## config.mk

```make
export PLATFORM = sky130hd
export DESIGN_NAME = mcm_ctrl
export DESIGN_NICKNAME = d
export VERILOG_FILES = /design/src/hdl/mcm_pkg.sv /design/src/hdl/mcm_ctrl.sv
export SDC_FILE = /design/constraint.sdc
export NUM_CORES = 1
export LEC_CHECK = 0
export BUFFER_PORTS_ARGS = -buffer_cell sky130_fd_sc_hd__buf_2
export CORE_MARGIN = 1.5
export CORE_UTILIZATION = 49
export CTS_CLUSTER_SIZE = 24
export DETAILED_ROUTE_END_ITERATION = 12
export GPL_TIMING_DRIVEN = 0
export PLACE_DENSITY = 0.75
export REMOVE_ABC_BUFFERS = 1
export SETUP_SLACK_MARGIN = 0.1
export SLEW_MARGIN = 10
export SYNTH_ARGS = -nofsm -noshare
export SYNTH_HDL_FRONTEND = slang
export SYNTH_SLANG_ARGS = --single-unit
```

## constraint.sdc

```tcl
create_clock -name clk -period 3.04 [get_ports clk]
set_clock_uncertainty 0.1 [all_clocks]
set_input_delay 0.456 -clock clk [delete_from_list [all_inputs] [get_ports clk]]
set_output_delay 0.456 -clock clk [all_outputs]
set_load 0.05 [all_outputs]
```

## src/hdl/mcm_pkg.sv

```systemverilog
package mcm_pkg;

  // result field widths
  localparam int COST_W  = 40;
  localparam int SPLIT_W = 4;
  localparam int STAT_W  = 2;
  localparam int OUT_W   = ((COST_W + SPLIT_W + STAT_W + 7) / 8) * 8;
  localparam int PAD_W   = OUT_W - COST_W - SPLIT_W - STAT_W;

  localparam logic [COST_W-1:0] COST_MAX = '1;

  // status codes
  localparam logic [STAT_W-1:0] ST_OK    = 2'd0;
  localparam logic [STAT_W-1:0] ST_EMPTY = 2'd1;
  localparam logic [STAT_W-1:0] ST_DROP  = 2'd2;

  // controller -> datapath strobes
  typedef struct packed {
    logic dims_we;    // store incoming dimension
    logic cost_we;    // write cost table entry
    logic cost_zero;  // entry written is zero (diagonal)
    logic ld_pa;      // latch p[i-1]
    logic ld_ab;      // latch p[i-1]*p[j]
    logic ld_init;    // best <= sentinel, split <= 0
    logic ld_mul;     // latch product and saturated table sum
    logic do_cmp;     // compare candidate against best
    logic ld_out;     // load result register
    logic out_zero;   // result carries zero cost and split
  } mcm_cmd_t;

endpackage

```

## src/hdl/mcm_ctrl.sv

```systemverilog
module mcm_ctrl
  import mcm_pkg::*;
#(
  parameter int MAX_MATRICES = 16
) (
  input  logic                                clk,
  input  logic                                rst_n,
  input  logic                                in_valid,
  input  logic                                in_last,
  output logic                                in_ready,
  input  logic                                out_busy,
  output mcm_cmd_t                            cmd,
  output logic [STAT_W-1:0]                   status,
  output logic [$clog2(MAX_MATRICES)-1:0]     kk,
  output logic [$clog2(MAX_MATRICES+1)-1:0]   dims_waddr,
  output logic [$clog2(MAX_MATRICES+1)-1:0]   dims_raddr,
  output logic [2*$clog2(MAX_MATRICES)-1:0]   cost_waddr,
  output logic [2*$clog2(MAX_MATRICES)-1:0]   cost_raddr_a,
  output logic [2*$clog2(MAX_MATRICES)-1:0]   cost_raddr_b
);

  localparam int IW  = $clog2(MAX_MATRICES);
  localparam int DAW = $clog2(MAX_MATRICES + 1);
  localparam int CW  = $clog2(MAX_MATRICES + 2);

  localparam logic [3:0] S_IDLE = 4'd0;
  localparam logic [3:0] S_DIAG = 4'd1;
  localparam logic [3:0] S_RDA  = 4'd2;
  localparam logic [3:0] S_RDB  = 4'd3;
  localparam logic [3:0] S_MULA = 4'd4;
  localparam logic [3:0] S_RDK  = 4'd5;
  localparam logic [3:0] S_MULK = 4'd6;
  localparam logic [3:0] S_CMP  = 4'd7;
  localparam logic [3:0] S_WR   = 4'd8;
  localparam logic [3:0] S_OUT  = 4'd9;

  logic [3:0]        state_r, state_nxt;
  logic [CW-1:0]     cnt_r, cnt_nxt;
  logic              ovf_r, ovf_nxt;
  logic              zero_r, zero_nxt;
  logic [STAT_W-1:0] status_r, status_nxt;
  logic [IW-1:0]     nm1_r, nm1_nxt;
  logic [IW-1:0]     r_r, r_nxt;
  logic [IW-1:0]     c_r, c_nxt;
  logic [IW-1:0]     kk_r, kk_nxt;
  logic [CW-1:0]     cnt_after;
  logic              ovf_after;

  always_comb begin
    state_nxt  = state_r;
    cnt_nxt    = cnt_r;
    ovf_nxt    = ovf_r;
    zero_nxt   = zero_r;
    status_nxt = status_r;
    nm1_nxt    = nm1_r;
    r_nxt      = r_r;
    c_nxt      = c_r;
    kk_nxt     = kk_r;
    cnt_after  = cnt_r;
    ovf_after  = ovf_r;
    cmd        = '0;

    unique case (state_r)
      S_IDLE: begin
        if (in_valid) begin
          if (cnt_r < CW'(MAX_MATRICES + 1)) begin
            cmd.dims_we = 1'b1;
            cnt_after   = cnt_r + CW'(1);
          end else begin
            ovf_after = 1'b1;
          end
          if (in_last) begin
            cnt_nxt = '0;
            ovf_nxt = 1'b0;
            if (cnt_after < CW'(2)) begin
              status_nxt = ST_EMPTY;
              zero_nxt   = 1'b1;
              state_nxt  = S_OUT;
            end else begin
              status_nxt = ovf_after ? ST_DROP : ST_OK;
              zero_nxt   = 1'b0;
              nm1_nxt    = IW'(cnt_after - CW'(2));
              r_nxt      = IW'(cnt_after - CW'(2));
              state_nxt  = S_DIAG;
            end
          end else begin
            cnt_nxt = cnt_after;
            ovf_nxt = ovf_after;
          end
        end
      end
      S_DIAG: begin
        cmd.cost_we   = 1'b1;
        cmd.cost_zero = 1'b1;
        if (r_r == nm1_r) begin
          // bottom row holds only its diagonal
          if (r_r == '0) begin
            zero_nxt  = 1'b1;
            state_nxt = S_OUT;
          end else begin
            r_nxt = r_r - IW'(1);
          end
        end else begin
          c_nxt     = r_r + IW'(1);
          state_nxt = S_RDA;
        end
      end
      S_RDA: state_nxt = S_RDB;
      S_RDB: begin
        cmd.ld_pa = 1'b1;
        state_nxt = S_MULA;
      end
      S_MULA: begin
        cmd.ld_ab   = 1'b1;
        cmd.ld_init = 1'b1;
        kk_nxt      = r_r + IW'(1);
        state_nxt   = S_RDK;
      end
      S_RDK: state_nxt = S_MULK;
      S_MULK: begin
        cmd.ld_mul = 1'b1;
        state_nxt  = S_CMP;
      end
      S_CMP: begin
        cmd.do_cmp = 1'b1;
        if (kk_r == c_r) begin
          state_nxt = S_WR;
        end else begin
          kk_nxt    = kk_r + IW'(1);
          state_nxt = S_RDK;
        end
      end
      S_WR: begin
        cmd.cost_we = 1'b1;
        if (c_r == nm1_r) begin
          if (r_r == '0) begin
            state_nxt = S_OUT;
          end else begin
            r_nxt     = r_r - IW'(1);
            state_nxt = S_DIAG;
          end
        end else begin
          c_nxt     = c_r + IW'(1);
          state_nxt = S_RDA;
        end
      end
      S_OUT: begin
        if (!out_busy) begin
          cmd.ld_out   = 1'b1;
          cmd.out_zero = zero_r;
          state_nxt    = S_IDLE;
        end
      end
      default: state_nxt = S_IDLE;
    endcase
  end

  always_ff @(posedge clk) begin
    if (!rst_n) begin
      state_r <= S_IDLE;
      cnt_r   <= '0;
      ovf_r   <= 1'b0;
    end else begin
      state_r <= state_nxt;
      cnt_r   <= cnt_nxt;
      ovf_r   <= ovf_nxt;
    end
  end

  always_ff @(posedge clk) begin
    zero_r   <= zero_nxt;
    status_r <= status_nxt;
    nm1_r    <= nm1_nxt;
    r_r      <= r_nxt;
    c_r      <= c_nxt;
    kk_r     <= kk_nxt;
  end

  always_comb begin
    if (state_r == S_RDA) begin
      dims_raddr = DAW'(r_r);
    end else if (state_r == S_RDB) begin
      dims_raddr = DAW'(c_r) + DAW'(1);
    end else begin
      dims_raddr = DAW'(kk_r);
    end
  end

  assign in_ready     = (state_r == S_IDLE);
  assign status       = status_r;
  assign kk           = kk_r;
  assign dims_waddr   = DAW'(cnt_r);
  assign cost_waddr   = (state_r == S_DIAG) ? {r_r, r_r} : {r_r, c_r};
  assign cost_raddr_a = {r_r, kk_r - IW'(1)};
  assign cost_raddr_b = {kk_r, c_r};

endmodule

```

### Yosys cells after proc, flatten, opt, wreduce, memory -nomap -nowiden

Cells that the tools add are included.

* bits in registers: 29
* bits of input ports: 5
* output and inout bits: 51
* logic and storage cells: 109

* add/subtract/negate cells: 8
* order comparisons: 2
* eq/ne operators: 23
* mux-type cells: 51
* bitwise operators: 1
* reduce and logical (&&, ||, !) cells: 15

Operators with widths (count)
* 2-to-1 mux 4 bit: 19
* case mux 4 bit (10 select lines): 1
* 2-to-1 mux 5 bit: 6
* != test 2 bit (second input constant): 10
* 2-to-1 mux 1 bit: 17
* == test 4 x 3 -> 1 bit (second input constant): 4
* case mux 4 bit (2 select lines): 2
* adder 4 x 1 -> 4 bit (second input constant): 3
* == test 4 bit: 3
* case mux 4 bit (3 select lines): 1
* == test 4 x 2 -> 1 bit (second input constant): 2
* == test 4 bit (second input constant): 2
* zero test 4 bit: 2
* 2-to-1 mux 2 bit: 4
* AND reduction 4 bit: 2
* subtractor 4 x 1 -> 4 bit (second input constant): 2
* AND reduction 3 bit: 2
* AND reduction 6 bit: 1
* nonzero test 2 bit: 3
* adder 4 x 1 -> 5 bit (second input constant): 1
* adder 5 x 1 -> 5 bit (second input constant): 1
* < comparator 5 x 2 -> 1 bit (second input constant): 1
* < comparator 5 bit (second input constant): 1
* AND reduction 5 bit: 1
* other kinds (8): 9

### Depth between registers and ports, before layout

Gate-level depths: netlist (run 1).

* depth in word-level cells: 9
* depth in mapped cells: 8
* depth with buffers taken out: 7

### Least setup slack after synthesis (run 1)

No wires, ideal clock.

* path type: flip-flop to output port
* start point: register state_r[2]
* end point: output cmd[0] (netlist bit)
* arrival time: 2.440 ns
* data required time: 2.484 ns
* path slack: 0.044 ns
* cell stages (with the launch flop): 6
* path buffers: 2
* path through: dfxtp_1 > buf_6 > or2_1 > buf_6 > nor3_1 > and2_1

RTL lines
* start, declared: RTL line mcm_ctrl.sv:37 `logic [3:0] state_r, state_nxt;`
* start signal, assigned: RTL line mcm_ctrl.sv:164 `state_r <= state_nxt;`
* end, declared: RTL line mcm_ctrl.sv:12 `output mcm_cmd_t cmd,`

### Final worst setup path (run 1)

* start point: register state_r[0]
* end point: output cost_waddr[3]

* longest elaborated chain between the ends: 2

Ends and longest elaborated chain
* == test 4 x 1 -> 1 bit: RTL line mcm_ctrl.sv:193 `assign cost_waddr = (state_r == S_DIAG) ? {r_r, r_r} : {r_r, c_r};`
* 2-to-1 mux 4 bit: RTL line mcm_ctrl.sv:193
* end, declared: RTL line mcm_ctrl.sv:17 `output logic [2*$clog2(MAX_MATRICES)-1:0] cost_waddr,`

Every way passes these cells.

==> flow_metrics.tcl, run 1 <==
set metrics [dict create \
    worstHoldPathType "flop to flop" \
    vias_per_cell 5.33 \
    cts_setup_buffers 0 \
    whs_ns 0.370 \
    rsz0062_at_grt "false" \
    max_cap_violations 0 \
    setup-violations-final 0 \
    use_met3 0.0494 \
    worstPathRequired_ns 2.48 \
    fill_cells 361 \
    stdcell_area_um2 2440 \
    grt_pass1_vias 1588 \
    ctsHoldBuffers 0 \
    cp-start-kind "flop" \
    async_flop_share 0 \
    peakVddDrop_v 0.000501 \
    root_buffer "clkbuf_8" \
    first_pass_iters 4 \
    wl_um 4540 \
    internal_power_mw 1.25 \
    gp_routability_congestion 0.784 \
    num_vias 1744 \
    fmax_ghz 0.363 \
    crit_path_end_kind "output port" \
    seq_power_share 0.283 \
    htreeDepth 2 \
    slew_viol_final 0 \
    cts-resized-gates 0 \
    clk_latency_ns 0.29 \
    synth-edff-count 19 \
    critPathKind "flop to output port" \
    ys_ff_latch 29 \
    port_buffers 55 \
    antenna_found_initial 0 \
    grt_max_degree 19 \
    die_area_um2 4790 \
    clkPwrFrac 0.117 \
    final_hold_viol_count 0 \
    outcome "finished, final reports clean" \
    clk_path_buf_depth 2 \
    layout-drive-gt1-share 0.292 \
    placed_area_um2 2340 \
    cp_max_fo 18 \
    comb_power_share 0.600 \
    remaining_drc_errors 0 \
    grt_usage 0.195 \
    area_delta_synth_final_pct 13.4 \
    netSwitchingPower_mw 1.59 \
    fp.dieH_um 69.2 \
    use_met2 0.311 \
    clock_sinks 29 \
    slew_headroom 0.575 \
    grt-ovfl-total 0 \
    fin_crit_ns 2.76 \
    cts_buffers 5 \
    switching_share 0.560 \
    die_width_um 69.2 \
    coreArea_um2 4120 \
    yosysUniqueCellTypes 50 \
    grt.met1_usage 0.256 \
    syn_area_um2 2150 \
    ios 56 \
    fin_crit_sh 0.907 \
    grt_first_pass_wirelength_um 7620 \
    ys.flop_type "edfxtp_1" \
    yosysWarningCount 0 \
    p_per_area_nw_per_um2 1160 \
    dp_hpwl_um 3360 \
    drtIter0Drc 132 \
    start_util 0.522 \
    cts_tree "done" \
    synth.yosys.seq_area_share 0.359 \
    syn_avg_cell_area_um2 9.07 \
    fin_util 0.592 \
    p_leak_nw 1.04 \
    routedWlPerCell_um 13.9 \
    top_usage_layer "met2" \
    clk_pin_slew_ns 0.06 \
    worstPathArrival_ns 2.20 \
    worstMarginPinSlew_ns 0.636 \
    ant_nets 0 \
    final_nets 288 \
    num_rows 23 \
    antenna_cells 0 \
    syn_inst 237 \
]
cell usage after synthesis, types with 2 or more instances:
| master | n | share of area |
|---|---|---|
| nor2_1 | 25 | 0.044 |
| edfxtp_1 | 19 | 0.27 |
| xor2_1 | 18 | 0.073 |
| a21oi_1 | 17 | 0.040 |
| nand2_1 | 16 | 0.028 |
| inv_1 | 14 | 0.024 |
| dfxtp_1 | 10 | 0.093 |
| o21ai_0 | 10 | 0.023 |
| buf_4 | 9 | 0.031 |
| nand3_1 | 8 | 0.019 |
| nor3_1 | 8 | 0.019 |
| xnor2_1 | 8 | 0.033 |
| ha_1 | 7 | 0.041 |
| clkbuf_1 | 6 | 0.010 |
| mux2_2 | 6 | 0.031 |
| mux2i_1 | 5 | 0.023 |
| nor2b_1 | 5 | 0.015 |
| nand2b_1 | 4 | 0.012 |
| buf_2 | 3 | 0.0070 |
| buf_6 | 3 | 0.016 |
| and2_1 | 2 | 0.0058 |
| buf_1 | 2 | 0.0035 |
| nand2_2 | 2 | 0.0058 |
| nand4_1 | 2 | 0.0058 |
| nor3b_1 | 2 | 0.0070 |
| or2_1 | 2 | 0.0058 |
cell families after synthesis:
group / count (synthesis) / share of synthesized area
flip-flops: 29 / 0.359
adder cells (fa/ha/maj): 7 / 0.0407
multiplexers: 11 / 0.0547
AND/OR/NAND/NOR: 89 / 0.222
buffers and inverters: 37 / 0.0925
XOR/XNOR: 26 / 0.106
AO/OA/AOI/OAI: 38 / 0.125
critical path: stages, from the launching register on:
cell and delay [ns]:
dfxtp_1 0.73, nand2b_1 0.26, nor2_4 0.34, mux2_2 0.38, buf_2 0.21
per-stage QoR:
step	std cells	power [mW]	setup slack, ns	TNS [ns]
after floorplan	214	2.12	-0.171	-0.171
after CTS	327	2.83	0.171	0
after detailed placement	319	2.50	0.192	0
after global routing	327	3.01	0.121	0
after global placement	319	2.47	0.187	0
final	327	2.83	0.282	0
flip-flops by register name (all words and copies together), names as in the netlist:
signal,cells
nm1_r,4
state_r,4
status,2
kk,4
c_r,4
ovf_r,1
r_r,4
zero_r,1
dims_waddr,5
path summary, 6_finish.rpt:
path | startpoint | to | slack (ns) | cells past startpoint
worst min-delay path | ovf_r | ovf_r | 0.37 | 2
worst max register to register | dims_waddr[2] | r_r[3] | 0.42 | 6
worst max-delay path | state_r[0] | cost_waddr[3] | 0.28 | 4
worst min register to register | ovf_r | ovf_r | 0.37 | 2
placed cells by master (no fill, tap or decap), types with 4 or more instances in the layout:
master	synthesis	routed
nor2b_1	5	5
inv_1	14	14
buf_2	3	55
nand2_1	16	16
a21oi_1	17	17
dfxtp_1	10	10
mux2i_1	5	5
nand3_1	8	8
edfxtp_1	19	19
ha_1	7	7
xor2_1	18	18
nor2_1	25	25
xnor2_1	8	8
nand2b_1	4	4
clkbuf_8	0	6
o21ai_0	10	10
mux2_2	6	6
nor3_1	8	8
per-layer routing:
layer	wire length, µm	vias up
met5	0	-
met4	25	0
met3	214	2
met2	2230	50
met1	2060	801
li1	-	891
cell type report:
type,count,area [µm²],area share
Clock buffer,6,82.6,0.0339
Clock inverter,2,8.76,0.00359
Inverter,14,52.6,0.0216
Multi-Input combinational cell,171,1180,0.486
Sequential cell,29,771,0.316
Tap cell,50,62.6,0.0257
Timing Repair Buffer,55,275,0.113
power by group through the flow:
| stage | Sequential (mW) | Combinational (mW) | Clock [mW] |
|---|---|---|---|
| 2_1_floorplan | 1.06 | 1.06 | 0 |
| 3_3_place_gp | 0.803 | 1.67 | 0 |
| 3_5_place_dp | 0.807 | 1.69 | 0 |
| 4_1_cts | 0.796 | 1.70 | 0.335 |
| 5_1_grt | 0.820 | 1.84 | 0.355 |
| 6_report | 0.800 | 1.70 | 0.331 |
Note: power is estimated with default switching activity, not from simulation.
==> run 2, diff against run 1 <==
- CORE_UTILIZATION: 49 -> 45
- PLACE_DENSITY: 0.75 -> 0.7
- RECOVER_POWER: unset -> 25
==> flow_metrics.tcl, run 2 (synthesis gave the netlist of run 1 again) <==
set metrics [dict create \
    fmax_ghz 0.357 \
    drtIter0Drc 87 \
    p_leak_nw 0.982 \
    routedWlPerCell_um 14.4 \
    clk_pin_slew_ns 0.06 \
    antenna_found_initial 0 \
    dp_hpwl_um 3500 \
    ant_nets 0 \
    die_width_um 72.1 \
    slew_headroom 0.525 \
    slew_viol_final 0 \
    grt-ovfl-total 0 \
    critPathKind "flop to output port" \
    cts_setup_buffers 0 \
    placed_area_um2 2340 \
    gp_routability_congestion 0.781 \
    fin_crit_sh 0.922 \
    max_cap_violations 0 \
    die_area_um2 5200 \
    cp-start-kind "flop" \
    vias_per_cell 5.39 \
    worstPathArrival_ns 2.25 \
    use_met3 0.0431 \
    final_nets 288 \
    wl_um 4720 \
    antenna_cells 0 \
    layout_common_cells "33 x buf_2, 25 x nor2_1, 23 x clkbuf_1" \
    area_delta_synth_final_pct 12.9 \
    grt_pass1_vias 1600 \
    outcome "finished, final reports clean" \
    final_common_cell "buf_2" \
    coreArea_um2 4470 \
    num_vias 1773 \
    fill_cells 431 \
    remaining_drc_errors 0 \
    stdcell_area_um2 2430 \
    worstHoldPathType "input pin to flop" \
    fp.dieH_um 72.1 \
    rsz0062_at_grt "false" \
    peakVddDrop_v 0.000498 \
    num_rows 24 \
    setup_ws_ns 0.238 \
    port_buffers 55 \
    ff2ff_setup_slack_ns 0.41 \
    fin_crit_ns 2.80 \
    fin_util 0.543 \
    top_usage_layer "met2" \
    clk_latency_ns 0.28 \
    cts_buffers 5 \
    first_pass_iters 4 \
    grt_usage 0.189 \
    worstMarginPinSlew_ns 0.711 \
    htreeDepth 2 \
    cts_tree "done" \
    start_util 0.480 \
    place_ws_ns 0.161 \
    cp_max_fo 18 \
    worstPathRequired_ns 2.48 \
    final_hold_viol_count 0 \
    setup-violations-final 0 \
    clk_path_buf_depth 2 \
    p_per_area_nw_per_um2 1190 \
    grt.met1_usage 0.244 \
    ios 56 \
    layout-drive-gt1-share 0.209 \
    crit_path_end_kind "output port" \
    largest_reg_flops 5 \
    clock_sinks 29 \
    use_met2 0.311 \
    root_buffer "clkbuf_8" \
    grt_max_degree 19 \
    grt_first_pass_wirelength_um 7660 \
]
-- run 2: cell count changes in the layout (fill, tap and decap cells not counted), sizes merged --
cell	before	now
buf	55	33
clkbuf	6	28
bufinv	0	1
clkinv	2	1
-- run 2: worst paths after layout --
path	startpoint	to	depth (start not counted)
setup / recovery	state_r[0]	cost_waddr[2]	4
hold / removal	rst_n	state_r[1]	2
setup reg to reg	dims_waddr[2]	r_r[3]	6
hold reg to reg	ovf_r	ovf_r	2
-- run 2: what timing repair did --
item	4_1_cts	5_1_grt
hold buffers	0	0
gates resized for setup	0	1
setup endpoints to repair	0	4
-- run 2: cell type report --
type,instances,area (µm²),share of cell area
multi-input cells,171,1180,0.488
clock inverters,2,33.8,0.0139
flip-flops and latches,29,771,0.318
clock buffers,6,72.6,0.0299
well taps,52,65.1,0.0268
repair buffers,55,248,0.102
inverters,14,52.6,0.0216
-- run 2: metrics by stage --
stage | hold WS [ns] | std cells | power, mW | setup TNS [ns]
6_report | 0.405 | 329 | 2.88 | 0
5_1_grt | 0.409 | 329 | 3.04 | 0
4_1_cts | 0.399 | 329 | 2.90 | 0
3_5_place_dp | 0.403 | 321 | 2.50 | 0
3_3_place_gp | 0.353 | 321 | 2.48 | 0
2_1_floorplan | 0.340 | 214 | 2.12 | -0.171
-- run 2: critical path, cell delays in order (launching register included) --
cell and delay, ns:
dfxtp_1 0.78, nand2b_1 0.26, nor2_4 0.34, mux2_2 0.37, buf_2 0.21
-- run 2: power breakdown --
| group | switching, mW | total (mW) | internal, mW |
|---|---|---|---|
| clock | 0.149 | 0.391 | 0.242 |
| combinational | 1.22 | 1.69 | 0.471 |
| sequential | 0.224 | 0.804 | 0.580 |
-- run 2: layer usage --
layer | vias up | routed length, µm
met3 | 9 | 202
met4 | 0 | 78
met2 | 59 | 2240
met1 | 819 | 2210
met5 | - | 0
li1 | 886 | -
==> run 3, diff against run 2 <==
- REMOVE_ABC_BUFFERS: 1 -> unset
==> flow_metrics.tcl, run 3 (synthesis gave the netlist of run 1 again) <==
set metrics [dict create \
    outcome "finished, final reports clean" \
    grt_max_degree 11 \
    layout-drive-gt1-share 0.251 \
    port_buffers 54 \
    cp_max_fo 7 \
    slew_headroom 0.604 \
    fin_util 0.573 \
    final_nets 310 \
    comb_power_share 0.644 \
    layout_common_cells "36 x buf_2, 28 x clkbuf_1, 25 x nor2_1" \
    slew_viol_final 0 \
    clk_latency_ns 0.29 \
    routedWlPerCell_um 14.2 \
    final_hold_viol_count 0 \
    internal_power_mw 1.32 \
    netSwitchingPower_mw 1.63 \
    fin_cells 351 \
    clkPwrFrac 0.123 \
    wl_um 4970 \
    cts_buffers 5 \
    ios 56 \
    grt_pass1_vias 1693 \
    grt-ovfl-total 0 \
    cp-start-kind "flop" \
    max_cap_violations 0 \
    vias_per_cell 5.26 \
    mappedNetlistNets 249 \
    antenna_cells 0 \
    worstPathRequired_ns 2.87 \
    clk_pin_slew_ns 0.07 \
    crit_path_end_kind "flop" \
    cts_tree "done" \
    fmax_ghz 0.370 \
    fin_crit_sh 0.889 \
    largest_reg_flops 5 \
    drtIter0Drc 125 \
    switching_share 0.552 \
    fp.dieH_um 72.1 \
    area_delta_synth_final_pct 19.2 \
    num_rows 24 \
    clk_path_buf_depth 2 \
    htreeDepth 2 \
    seq_power_share 0.232 \
    first_pass_iters 4 \
    met3_length_um 283 \
    critPathKind "flop to flop" \
    ff_latch_area_um2 771 \
    cts_setup_buffers 0 \
    setup-violations-final 0 \
    gp_routability_congestion 0.808 \
    coreArea_um2 4470 \
    antenna_found_initial 0 \
    ant_nets 0 \
    worstHoldPathType "flop to flop" \
    cts-resized-gates 1 \
    grt_usage 0.198 \
    multi_input_area_um2 1190 \
    ctsHoldBuffers 0 \
    tns_ns 0 \
    p_per_area_nw_per_um2 1150 \
    remaining_drc_errors 0 \
    worstPathArrival_ns 2.53 \
    peakVddDrop_v 0.000608 \
    worstMarginPinSlew_ns 0.588 \
    fill_cells 411 \
    wl_met2_um 2430 \
    drt-met1-wl_um 2220 \
    root_buffer "clkbuf_8" \
    fin_crit_ns 2.70 \
    start_util 0.480 \
    whs_ns 0.379 \
    grt_first_pass_wirelength_um 7990 \
    clock_sinks 29 \
    die_width_um 72.1 \
    p_leak_nw 1.07 \
    final_common_cell "buf_2" \
    die_area_um2 5200 \
    num_vias 1848 \
    total_power_mw 2.95 \
    rsz0062_at_grt "false" \
    dp_hpwl_um 3700 \
    dp_cells 343 \
    top_layer_used "met4" \
]
## run 3: power groups by stage
| stage | Sequential [mW] | Combinational [mW] | Clock (mW) |
|---|---|---|---|
| 2_1_floorplan | 0.887 | 1.33 | 0 |
| 3_3_place_gp | 0.694 | 1.89 | 0 |
| 3_5_place_dp | 0.694 | 1.91 | 0 |
| 4_1_cts | 0.685 | 1.93 | 0.362 |
| 5_1_grt | 0.703 | 2.04 | 0.385 |
| 6_report | 0.685 | 1.90 | 0.363 |
## run 3: routing by layer
metal  vias to the layer above  GRT usage
li1                        927          -
met1                       863      0.248
met2                        54      0.338
met3                         4     0.0458
met4                         0     0.0608
met5                         -          0
## run 3: stage by stage
stage | instance area, µm² | setup WS [ns]
floorplan | 2150 | 0.254
global placement | 2490 | 0.110
detailed placement | 2490 | 0.0738
CTS | 2600 | 0.316
global route | 2560 | 0.180
finish | 2560 | 0.338
## run 3: cell type report
cell class | instances | area share
multi-input combinational | 171 | 0.464
sequential | 29 | 0.301
timing repair buffer | 54 | 0.0952
buffer | 23 | 0.0542
clock buffer | 7 | 0.0376
tap | 52 | 0.0254
inverter | 14 | 0.0205
clock inverter | 1 | 0.00195
## run 3: path summary, 6_finish.rpt
kind	endpoint	start	slack (ns)	cells past startpoint
min reg2reg	ovf_r	ovf_r	0.38	2
max	r_r[3]	dims_waddr[2]	0.34	6
min	ovf_r	ovf_r	0.38	2
max reg2reg	r_r[3]	dims_waddr[2]	0.34	6
## run 3: critical path, stage by stage (launching register included)
cell and delay [ns]:
dfxtp_1 0.38, o41ai_4 0.59, a22oi_1 0.24, ha_1 0.26
and4b_1 0.17, buf_2 0.15, a211oi_2 0.45
